File: src/hdl/psc_pkg.sv
// ----------------------------------------------------------------------------
// PID speed controller package
// Sequencer states, register indexes, status codes and widths used by the controller.
// ----------------------------------------------------------------------------
package psc_pkg;

    typedef enum logic [3:0] {
        ST_IDLE,
        ST_MUL_I,
        ST_DIV_I,
        ST_CLAMP,
        ST_MUL_D,
        ST_DIV_D,
        ST_MUL_P,
        ST_MUL_IG,
        ST_MUL_DG,
        ST_FINAL,
        ST_OUT
    } psc_state_t;

    localparam logic [2:0] REG_SETPOINT  = 3'd0;
    localparam logic [2:0] REG_GAIN_P    = 3'd1;
    localparam logic [2:0] REG_GAIN_I    = 3'd2;
    localparam logic [2:0] REG_GAIN_D    = 3'd3;
    localparam logic [2:0] REG_INT_LIMIT = 3'd4;

    localparam logic [1:0] STAT_FIRST  = 2'd0;
    localparam logic [1:0] STAT_UPDATE = 2'd1;
    localparam logic [1:0] STAT_REPEAT = 2'd2;

    localparam int ACC_W = 72;
    localparam int MP_W  = 40;
    localparam int NUM_W = 64;

endpackage

File: src/hdl/pid_speed_controller.sv
// First and repeated ticks skip the arithmetic and go straight to the output state.
// A normal tick runs five bit-serial shift-add products (one multiplier bit per
// cycle, ending early once the multiplier is spent) and two 64-step restoring
// divisions (one quotient bit per cycle).
// No new word is taken while a tick is in progress; the next word is taken once the result is queued.
// Reset clears the controller state, gains to zero and the integral limit to maximum.
// ----------------------------------------------------------------------------
// PID speed controller
// Fixed-point PID with anti-windup, serial multiply and divide sequencer.
// ----------------------------------------------------------------------------
module pid_speed_controller
    import psc_pkg::*;
#(
    parameter int OUT_MAX         = 255,
    parameter int SPEED_FRAC_BITS = 8
)
(
    input  logic        clk,
    input  logic        rst_n,
    input  logic        cfg_we,
    input  logic [2:0]  cfg_index,
    input  logic [31:0] cfg_data,
    input  logic        s_tvalid,
    output logic        s_tready,
    input  logic [55:0] s_tdata,   // measured_speed[23:0], now_ms[55:24]
    output logic        m_tvalid,
    input  logic        m_tready,
    output logic [15:0] m_tdata    // drive[8:0], status[10:9], zero[15:11]
);

    localparam int PROD_SHIFT = SPEED_FRAC_BITS + 16;
    localparam logic signed [24:0] JUMP_LIMIT = 25'(10 << SPEED_FRAC_BITS);
    localparam logic [ACC_W-1:0] LOW_MASK = (ACC_W'(1) << PROD_SHIFT) - ACC_W'(1);
    localparam logic signed [ACC_W-1:0] OMAX = ACC_W'(OUT_MAX);

    psc_state_t state_reg, state_next;

    logic signed [23:0] setpoint_reg;
    logic signed [31:0] gain_p_reg, gain_i_reg, gain_d_reg;
    logic [22:0]        limit_reg;
    logic signed [23:0] integ_reg;
    logic signed [24:0] prev_err_reg;
    logic signed [8:0]  prev_drive_reg;
    logic [31:0]        prev_time_reg;
    logic               first_reg;

    logic signed [24:0] err_reg;
    logic [31:0]        ms_reg;
    logic [31:0]        now_reg;
    logic signed [23:0] new_integ_reg;
    logic [39:0]        deriv_reg;
    logic               deriv_neg_reg;

    logic [ACC_W-1:0]        mc_reg;
    logic [MP_W-1:0]         mp_reg;
    logic [ACC_W-1:0]        prod_reg;
    logic signed [ACC_W-1:0] acc_reg;
    logic [NUM_W-1:0]        num_reg;
    logic [32:0]             rem_reg;
    logic [31:0]             den_reg;
    logic [5:0]              cnt_reg;

    logic signed [8:0] res_drive_reg;
    logic [1:0]        res_stat_reg;
    logic              out_valid_reg;
    logic [8:0]        out_drive_reg;
    logic [1:0]        out_stat_reg;

    logic signed [24:0] meas_x, sp_x, err_in, sp_diff, sp_new;
    logic [31:0]        ms_in;
    logic [24:0]        err_mag;
    logic signed [25:0] diff;
    logic [25:0]        diff_mag;
    logic [32:0]        kp_mag, ki_mag, kd_mag;
    logic [32:0]        rem_sh;
    logic               rem_ge;
    logic signed [48:0] q_s, isum, lim_s;
    logic signed [ACC_W-1:0] prod_s, fl, f;
    logic signed [8:0]  sat_drive;
    logic               mul_done, out_free;

    assign meas_x  = 25'(signed'(s_tdata[23:0]));
    assign sp_x    = 25'(setpoint_reg);
    assign err_in  = sp_x - meas_x;
    assign ms_in   = s_tdata[55:24] - prev_time_reg;
    assign sp_new  = 25'(signed'(cfg_data[23:0]));
    assign sp_diff = sp_new - sp_x;

    assign err_mag   = err_reg[24] ? 25'(-err_reg) : 25'(err_reg);
    assign diff      = 26'(err_reg) - 26'(prev_err_reg);
    assign diff_mag  = diff[25] ? 26'(-diff) : 26'(diff);
    assign kp_mag    = gain_p_reg[31] ? 33'(-33'(gain_p_reg)) : 33'(gain_p_reg);
    assign ki_mag    = gain_i_reg[31] ? 33'(-33'(gain_i_reg)) : 33'(gain_i_reg);
    assign kd_mag    = gain_d_reg[31] ? 33'(-33'(gain_d_reg)) : 33'(gain_d_reg);

    assign rem_sh = {rem_reg[31:0], num_reg[NUM_W-1]};
    assign rem_ge = rem_sh >= {1'b0, den_reg};

    assign mul_done = (mp_reg == '0);
    assign out_free = !out_valid_reg || m_tready;

    assign q_s   = err_reg[24] ? -49'(num_reg[47:0]) : 49'(num_reg[47:0]);
    assign isum  = 49'(integ_reg) + q_s;
    assign lim_s = 49'(limit_reg);

    always_comb
    begin
        prod_s = signed'(prod_reg);
        unique case (state_reg)
            ST_MUL_P:  if (err_reg[24] != gain_p_reg[31]) prod_s = -signed'(prod_reg);
            ST_MUL_IG: if (new_integ_reg[23] != gain_i_reg[31]) prod_s = -signed'(prod_reg);
            ST_MUL_DG: if (deriv_neg_reg != gain_d_reg[31]) prod_s = -signed'(prod_reg);
            default:   prod_s = signed'(prod_reg);
        endcase
    end

    assign fl = acc_reg >>> PROD_SHIFT;
    assign f  = fl + ACC_W'((acc_reg < 0) && ((acc_reg & LOW_MASK) != '0));

    always_comb
    begin
        if (f > OMAX)
            sat_drive = OMAX[8:0];
        else if (f < -OMAX)
            sat_drive = 9'(-OMAX);
        else
            sat_drive = f[8:0];
    end

    assign s_tready = (state_reg == ST_IDLE);
    assign m_tvalid = out_valid_reg;
    assign m_tdata  = {5'b0, out_stat_reg, out_drive_reg};

    always_comb
    begin
        state_next = state_reg;
        unique case (state_reg)
            ST_IDLE:
                if (s_tvalid)
                begin
                    if (first_reg || ms_in == '0)
                        state_next = ST_OUT;
                    else
                        state_next = ST_MUL_I;
                end
            ST_MUL_I:  if (mul_done) state_next = ST_DIV_I;
            ST_DIV_I:  if (cnt_reg == '0) state_next = ST_CLAMP;
            ST_CLAMP:  state_next = ST_MUL_D;
            ST_MUL_D:  if (mul_done) state_next = ST_DIV_D;
            ST_DIV_D:  if (cnt_reg == '0) state_next = ST_MUL_P;
            ST_MUL_P:  if (mul_done) state_next = ST_MUL_IG;
            ST_MUL_IG: if (mul_done) state_next = ST_MUL_DG;
            ST_MUL_DG: if (mul_done) state_next = ST_FINAL;
            ST_FINAL:  state_next = ST_OUT;
            ST_OUT:    if (out_free) state_next = ST_IDLE;
            default:   state_next = ST_IDLE;
        endcase
    end

    always_ff @(posedge clk or negedge rst_n)
    begin
        if (!rst_n)
        begin
            state_reg      <= ST_IDLE;
            setpoint_reg   <= '0;
            gain_p_reg     <= '0;
            gain_i_reg     <= '0;
            gain_d_reg     <= '0;
            limit_reg      <= '1;
            integ_reg      <= '0;
            prev_err_reg   <= '0;
            prev_drive_reg <= '0;
            prev_time_reg  <= '0;
            first_reg      <= 1'b1;
            out_valid_reg  <= 1'b0;
        end
        else
        begin
            state_reg <= state_next;
            if (state_reg == ST_OUT && out_free)
                out_valid_reg <= 1'b1;
            else if (m_tready)
                out_valid_reg <= 1'b0;
            if (cfg_we)
            begin
                unique case (cfg_index)
                    REG_SETPOINT:
                    begin
                        if (sp_diff > JUMP_LIMIT || sp_diff < -JUMP_LIMIT)
                        begin
                            integ_reg      <= '0;
                            prev_err_reg   <= '0;
                            prev_drive_reg <= '0;
                            prev_time_reg  <= '0;
                            first_reg      <= 1'b1;
                        end
                        setpoint_reg <= cfg_data[23:0];
                    end
                    REG_GAIN_P:    gain_p_reg <= cfg_data;
                    REG_GAIN_I:    gain_i_reg <= cfg_data;
                    REG_GAIN_D:    gain_d_reg <= cfg_data;
                    REG_INT_LIMIT: limit_reg  <= cfg_data[22:0];
                    default:       ;
                endcase
            end
            unique case (state_reg)
                ST_IDLE:
                    if (s_tvalid && first_reg)
                    begin
                        prev_time_reg <= s_tdata[55:24];
                        prev_err_reg  <= err_in;
                        first_reg     <= 1'b0;
                    end
                ST_FINAL:
                begin
                    integ_reg      <= new_integ_reg;
                    prev_err_reg   <= err_reg;
                    prev_time_reg  <= now_reg;
                    prev_drive_reg <= sat_drive;
                end
                default: ;
            endcase
        end
    end

    always_ff @(posedge clk)
    begin
        unique case (state_reg)
            ST_IDLE:
                if (s_tvalid)
                begin
                    err_reg  <= err_in;
                    ms_reg   <= ms_in;
                    now_reg  <= s_tdata[55:24];
                    mc_reg   <= ACC_W'(err_in[24] ? 25'(-err_in) : 25'(err_in));
                    mp_reg   <= MP_W'(ms_in);
                    prod_reg <= '0;
                    if (first_reg)
                    begin
                        res_drive_reg <= '0;
                        res_stat_reg  <= STAT_FIRST;
                    end
                    else if (ms_in == '0)
                    begin
                        res_drive_reg <= prev_drive_reg;
                        res_stat_reg  <= STAT_REPEAT;
                    end
                end
            ST_MUL_I, ST_MUL_D, ST_MUL_P, ST_MUL_IG, ST_MUL_DG:
                if (!mul_done)
                begin
                    if (mp_reg[0])
                        prod_reg <= prod_reg + mc_reg;
                    mc_reg <= mc_reg << 1;
                    mp_reg <= mp_reg >> 1;
                end
                else
                begin
                    unique case (state_reg)
                        ST_MUL_I:
                        begin
                            num_reg <= prod_reg[NUM_W-1:0];
                            den_reg <= 32'd1000;
                            rem_reg <= '0;
                            cnt_reg <= '1;
                        end
                        ST_MUL_D:
                        begin
                            num_reg <= prod_reg[NUM_W-1:0];
                            den_reg <= ms_reg;
                            rem_reg <= '0;
                            cnt_reg <= '1;
                        end
                        ST_MUL_P:
                        begin
                            acc_reg <= acc_reg + prod_s;
                            mc_reg  <= ACC_W'(ki_mag);
                            mp_reg  <= MP_W'(new_integ_reg[23] ? 24'(-new_integ_reg)
                                                               : 24'(new_integ_reg));
                        end
                        ST_MUL_IG:
                        begin
                            acc_reg <= acc_reg + prod_s;
                            mc_reg  <= ACC_W'(kd_mag);
                            mp_reg  <= deriv_reg;
                        end
                        default:
                            acc_reg <= acc_reg + prod_s;
                    endcase
                    prod_reg <= '0;
                end
            ST_DIV_I, ST_DIV_D:
            begin
                rem_reg <= rem_ge ? rem_sh - {1'b0, den_reg} : rem_sh;
                num_reg <= {num_reg[NUM_W-2:0], rem_ge};
                cnt_reg <= cnt_reg - 6'd1;
                if (cnt_reg == '0 && state_reg == ST_DIV_D)
                begin
                    deriv_reg     <= MP_W'({num_reg[NUM_W-2:0], rem_ge});
                    deriv_neg_reg <= diff[25];
                    acc_reg       <= '0;
                    mc_reg        <= ACC_W'(kp_mag);
                    mp_reg        <= MP_W'(err_mag);
                    prod_reg      <= '0;
                end
            end
            ST_CLAMP:
            begin
                if (isum > lim_s)
                    new_integ_reg <= 24'(limit_reg);
                else if (isum < -lim_s)
                    new_integ_reg <= -24'(limit_reg);
                else
                    new_integ_reg <= isum[23:0];
                mc_reg   <= ACC_W'(diff_mag);
                mp_reg   <= MP_W'(1000);
                prod_reg <= '0;
            end
            ST_FINAL:
            begin
                res_drive_reg <= sat_drive;
                res_stat_reg  <= STAT_UPDATE;
            end
            ST_OUT:
                if (out_free)
                begin
                    out_drive_reg <= res_drive_reg;
                    out_stat_reg  <= res_stat_reg;
                end
            default: ;
        endcase
    end

endmodule

File: config.mk
export PLATFORM = sky130hd
export DESIGN_NAME = pid_speed_controller
export DESIGN_NICKNAME = d
export VERILOG_FILES = /design/src/hdl/psc_pkg.sv /design/src/hdl/pid_speed_controller.sv
export SDC_FILE = /design/constraint.sdc
export NUM_CORES = 2
export LEC_CHECK = 0
export ABC_CLOCK_PERIOD_IN_PS = 11700
export BUFFER_PORTS_ARGS = -buffer_cell sky130_fd_sc_hd__clkbuf_2
export CAP_MARGIN = 40
export CORE_MARGIN = 2
export CORE_UTILIZATION = 50
export DETAILED_ROUTE_END_ITERATION = 12
export PLACE_DENSITY_LB_ADDON = 0.3
export REMOVE_ABC_BUFFERS = 1
export SYNTH_ARGS = -nofsm -noshare
export SYNTH_HDL_FRONTEND = slang
export SYNTH_SLANG_ARGS = --single-unit
File: constraint.sdc
create_clock -name clk -period 11.7 [get_ports clk]
set_input_delay 1.17 -clock clk [delete_from_list [all_inputs] [get_ports clk]]
set_output_delay 1.17 -clock clk [all_outputs]
set_load 0.01 [all_outputs]
### Word level (Yosys, flattened, before mapping)

Index checks and enable logic that the tools add are counted.

* register bits after elaboration: 805
* latch bits: 0
* memory bits (writable): 0
* memory bits (read-only): 0
* output and inout bits: 18
* logic and storage cells: 223
* memories: 0

* add/subtract/negate cells: 21
* $mul: 0
* div/mod/pow operators: 0
* order comparisons: 8
* equal/unequal tests: 33
* shift-type cells: 0
* mux-type cells: 89
* bitwise operators: 0
* reductions and logical operators: 41

Operators by type and width (count)
* 2-to-1 mux 72 bit: 13
* one-hot mux 72 bit (4 select lines): 2
* one-hot mux 72 bit (2 select lines): 2
* 2-to-1 mux 32 bit: 7
* one-hot mux 72 bit (3 select lines): 1
* one-hot mux 32 bit (2 select lines): 3
* 2-to-1 mux 40 bit: 4
* one-hot mux 40 bit (4 select lines): 1
* adder 72 bit: 2
* 2-to-1 mux 64 bit: 2
* one-hot mux 64 bit (2 select lines): 1
* 2-to-1 mux 25 bit: 5
* 2-to-1 mux 24 bit: 5
* 2-to-1 mux 33 bit: 3
* negation 32 -> 33 bit: 3
* 2-to-1 mux 9 bit: 9
* one-hot mux 40 bit (2 select lines): 1
* less-than comparator 72 x 1 -> 1 bit (second input constant): 1
* negation 72 bit: 1
* nonzero test 72 bit: 1
* subtractor 32 bit: 2
* negation 25 bit: 2
* one-hot mux 25 bit (2 select lines): 1
* subtractor 24 x 24 -> 25 bit: 2
* 55 further kinds: 118

### Longest topological paths before layout

* word-level depth: 8
* gate-level depth with buffers: 34
* mapped depth without buffers: 31

### Worst setup path before layout

Ideal clock, no wire load.

* path kind: register to register
* start point: register state_reg[0]
* end point: register mc_reg[0] (enable)
* setup time: 0.620 ns
* arrival: 9.995 ns
* required time: 11.080 ns
* path slack: 1.085 ns
* cell stages (with the launch flop): 7
* period minus slack after synthesis: 10.615 ns
* cells stage by stage: dfrtp_1 clkbuf_1 buf_1 nand2b_1 nor3_1 o221ai_1 a21oi_1

* longest elaborated chain between the ends: 4

Ends and longest elaborated chain
* start: declaration: line pid_speed_controller.sv:36 `psc_state_t state_reg, state_next;`
* start signal: assignment: line pid_speed_controller.sv:179 `state_reg <= state_next;`
* == test 4 x 3 -> 1 bit (tied with other cells): line pid_speed_controller.sv:228 `unique case (state_reg)`
* OR reduction 5 bit (tied with other cells): line pid_speed_controller.sv:228
* inequality test 4 bit (no line) (tied with other cells)
* AND reduction 4 bit (no line) (*)
* end signal: assignment: line pid_speed_controller.sv:235 `mc_reg <= ACC_W'(err_in[24] ? 25'(-err_in) : 25'(err_in));`
* end signal: assignment: line pid_speed_controller.sv:254 `mc_reg <= mc_reg << 1;`
* end signal: assignment: line pid_speed_controller.sv:277 `mc_reg <= ACC_W'(ki_mag);`
* end: declaration: line pid_speed_controller.sv:54 `logic [ACC_W-1:0] mc_reg;`

Every way passes the cells marked *; elsewhere a longest branch is shown, timed or not.
A chain may end at the register's enable or synchronous reset.

### Final worst setup path

* start point: register num_reg[5]
* end point: register new_integ_reg[3] (data pin)

* longest elaborated chain between the ends: 6

Ends and longest elaborated chain
* start: declaration: line pid_speed_controller.sv:58 `logic [NUM_W-1:0] num_reg;`
* start signal: assignment: line pid_speed_controller.sv:262 `num_reg <= prod_reg[NUM_W-1:0];`
* start signal: assignment: line pid_speed_controller.sv:269 `num_reg <= prod_reg[NUM_W-1:0];`
* start signal: assignment: line pid_speed_controller.sv:295 `num_reg <= {num_reg[NUM_W-2:0], rem_ge};`
* negation 48 -> 49 bit: line pid_speed_controller.sv:102 `assign q_s = err_reg[24] ? -49'(num_reg[47:0]) : 49'(num_reg[47:0]);`
* 2-to-1 mux 49 bit (*): line pid_speed_controller.sv:102
* adder 24 x 49 -> 49 bit (*): line pid_speed_controller.sv:103 `assign isum = 49'(integ_reg) + q_s;`
* less-than comparator 49 bit: line pid_speed_controller.sv:311 `else if (isum < -lim_s)`
* 2-to-1 mux 24 bit: line pid_speed_controller.sv:311
* 2-to-1 mux 23 bit (*): line pid_speed_controller.sv:309 `if (isum > lim_s)`
* end signal: assignment: line pid_speed_controller.sv:310 `new_integ_reg <= 24'(limit_reg);`
* end signal: assignment: line pid_speed_controller.sv:312 `new_integ_reg <= -24'(limit_reg);`
* end signal: assignment: line pid_speed_controller.sv:314 `new_integ_reg <= isum[23:0];`
* end: declaration: line pid_speed_controller.sv:50 `logic signed [23:0] new_integ_reg;`

Marked as above.

==> metrics.md <==
| Metric | Value |
|---|---|
| Status | finished, final reports clean |
| Non-filler cells, final | 8494 |
| I/O Pins | 114 |
| Register area share after synthesis | 0.376 |
| Avg Cell Area, Syn | approximately 9 µm² |
| Sequential cell area | around 23000 µm² |
| CTS-repair resized insts | 0 |
| Min Hold Slack | 359 ps |
| Number of synthesized flops with an enable pin | 566 |
| Vias in the first global route | 49645 |
| Metal3 WL | 16200 µm |
| Via count | about 53000 |
| Synth cell types | 102 |
| Post-synthesis register bit count | 805 |
| Most used DFF post-synth | edfxtp_1 |
| GP Congestion | 1.04 |
| I/O Buffers | ~110 |
| Initial Util | 0.503 |
| Share of post-route cells with drive strength above 1 | 0.0799 |
| Total track usage | 0.297 |
| Fmax | about 110 MHz |
| Most common cell after layout, fill and taps aside | nand2_1 |
| Routed wire length | roughly 190000 µm |
| Met2 wire length | approximately 83000 µm |
| CP peak stage delay | 590 ps |
| Largest net degree at the start of global routing | 163 |
| Remaining routing DRC violations | 0 |
| Synth Cell Area | ~61000 µm² |
| Routed vias/inst | 6.28 |
| Leakage | 0.0272 µW |
| Initial DRT Pass Iterations | 6 |
| Antenna violations before repair | 7 |
| FFs w/ async S/R, synth | 0.297 |
| CTS Buffer Depth | 3 |
| DRT met1 WL | between 80000 and 90000 µm |
| Clk sinks | 805 |
| Core footprint | 122000 µm² |
| # rows | 128 |
| Synth Warn # | 0 |
| Die height | 354 µm |
| CTS tree | done |
| Critical-path maximum fanout | 13 |
| Post-synthesis to final-layout area growth | 8.99% |
| Hold Vio Cnt, Final | 0 |
| Slew Viols, Final | 0 |
| Final nets | approximately 7300 |
| Placed insts | slightly above 8000 |
| Hold Crit Class | in -> async |
| Unrepaired setup endpoints after global routing | no |
| Initial DRC count | 5686 |
| Power Dens Cells | 329 nW/µm² |
| Clk slew on worst S/H paths | 60 ps |
| Max-slew headroom | 0.170 |
| Setup repair bufs after CTS | 0 |
| DP HPWL | 145000 µm |
| Final Cycle Share | 0.773 |
| Final setup vio count | 0 |
| Layout Skew | 57.7 ps |
| CP Class | reg -> reg |
| R2R depth | 31 |
| First-pass GRT wire length | 294000 µm |
| Most frequent cells in the layout | nand2_1 (808), edfxtp_1 (566), nor2_1 (497) |
| CP most frequent cell | or3_1 |
| Die area | ~130000 µm² |
| Top Metal Used | met5 |
| CP Capture Type | flop |
| Final min period | approximately 9000 ps |
| # fillers | roughly 11000 |
| Cts bufs inserted | 94 |
| Area of the multi-input gates | about 36000 µm² |
| Crit-path slowest cell | or4_4 |
| Htree depth | 3 |
| CP Launch Type | flop |
| Clock Latency Late Sink | 720 ps |
| Worst EP arrival | 9590 ps |
| Grt ovf | 0 |
| Worst Path Required | 12240 ps |
| VDD IR max | 0.000230 V |
| Slew @ Worst Pin | between 1000 and 1500 ps |
| Routed len/inst | 22.4 µm |
| Max Cap Violations | 0 |
| Antenna viol nets, final | 0 |
| Die X-Extent | 354 µm |
| Clock Root Buffer | clkbuf_16 |
| Hold buffer count at cts | 0 |
| Cells after synthesis | 6796 |
stage by stage:
step                power (µW)  TNS [ps]  area [µm²]  setup slack, ps  utilization
CTS                      21700         0       66600             2830        0.548
detailed placement       18600         0       63400             2850        0.522
finish                   21900         0       66600             2660        0.548
global route             23400         0       66600             2230        0.548
global placement         18300         0       63200             2840        0.520
floorplan                14900   -833760       60000            -5510            -
cell families (layout without fill, tap and decap cells):
family | after synthesis | after routing | synth area share
flip-flops | 805 | 805 | 0.376
multiplexers | 166 | 166 | 0.0291
XOR/XNOR | 569 | 569 | 0.0817
AND/OR/NAND/NOR | 2250 | 2250 | 0.175
AO/OA/AOI/OAI | 1949 | 1949 | 0.211
buffers and inverters | 637 | 705 | 0.0396
other | 1 | 6 | 0.0000614
adder cells (fa/ha/maj) | 419 | 419 | 0.0867
worst paths after layout:
check | startpoint | endpoint | slack [ps]
max in group asynchronous | rst_n | state_reg[2] | 9390
min in group clk | res_stat_reg[1] | out_stat_reg[1] | 420
worst max register to register | num_reg[5] | new_integ_reg[3] | 2660
worst min-delay path | rst_n | setpoint_reg[7] | 360
worst max-delay path | num_reg[5] | new_integ_reg[3] | 2660
worst min register to register | res_stat_reg[1] | out_stat_reg[1] | 420
layout make-up:
| class | instances | area share |
|---|---|---|
| Multi-Input combinational cell | 5358 | 0.538 |
| Sequential cell | 805 | 0.345 |
| Clock buffer | 130 | 0.0390 |
| Tap cell | 1625 | 0.0305 |
| Inverter | 343 | 0.0194 |
| Timing Repair Buffer | 185 | 0.0190 |
| Clock inverter | 47 | 0.00830 |
| Antenna cell | 1 | 0.0000376 |
cells in the mapped netlist (all sizes together) (133+ instances only):
master  count  area [µm²]
inv       342        1280
clkbuf    263         987
ha        410        5130
nand2     811        3050
a21oi     428        2150
nor3      139         696
nand3     133         666
xnor2     352        3090
nor2      502        1880
a21o      223        1670
dfrtp     215        5380
edfxtp    566       17000
o21ai     483        2420
xor2      217        1900
where the power goes:
part	internal (µW)	leakage (µW)	switching, µW
clock network	1750	0.00153	1300
logic	4920	0.0174	8260
registers	4730	0.00831	982
worst max-delay path: cells and delay by family (launching register included):
family	cells	cell delay, ps
muxes	1	130
DFF	1	470
AOI/OAI and AO/OA	9	2260
and+or+nand+nor	15	4320
xor gates and xnor gates	1	100
buffers and inverters	2	530
adders and majority gates	3	1060
layer usage:
metal,vias to the layer above,global-route usage
li1,25104,-
met1,25551,0.421
met2,2325,0.457
met3,355,0.0424
met4,4,0.119
met5,-,0
(Power assumes the default switching activity.)
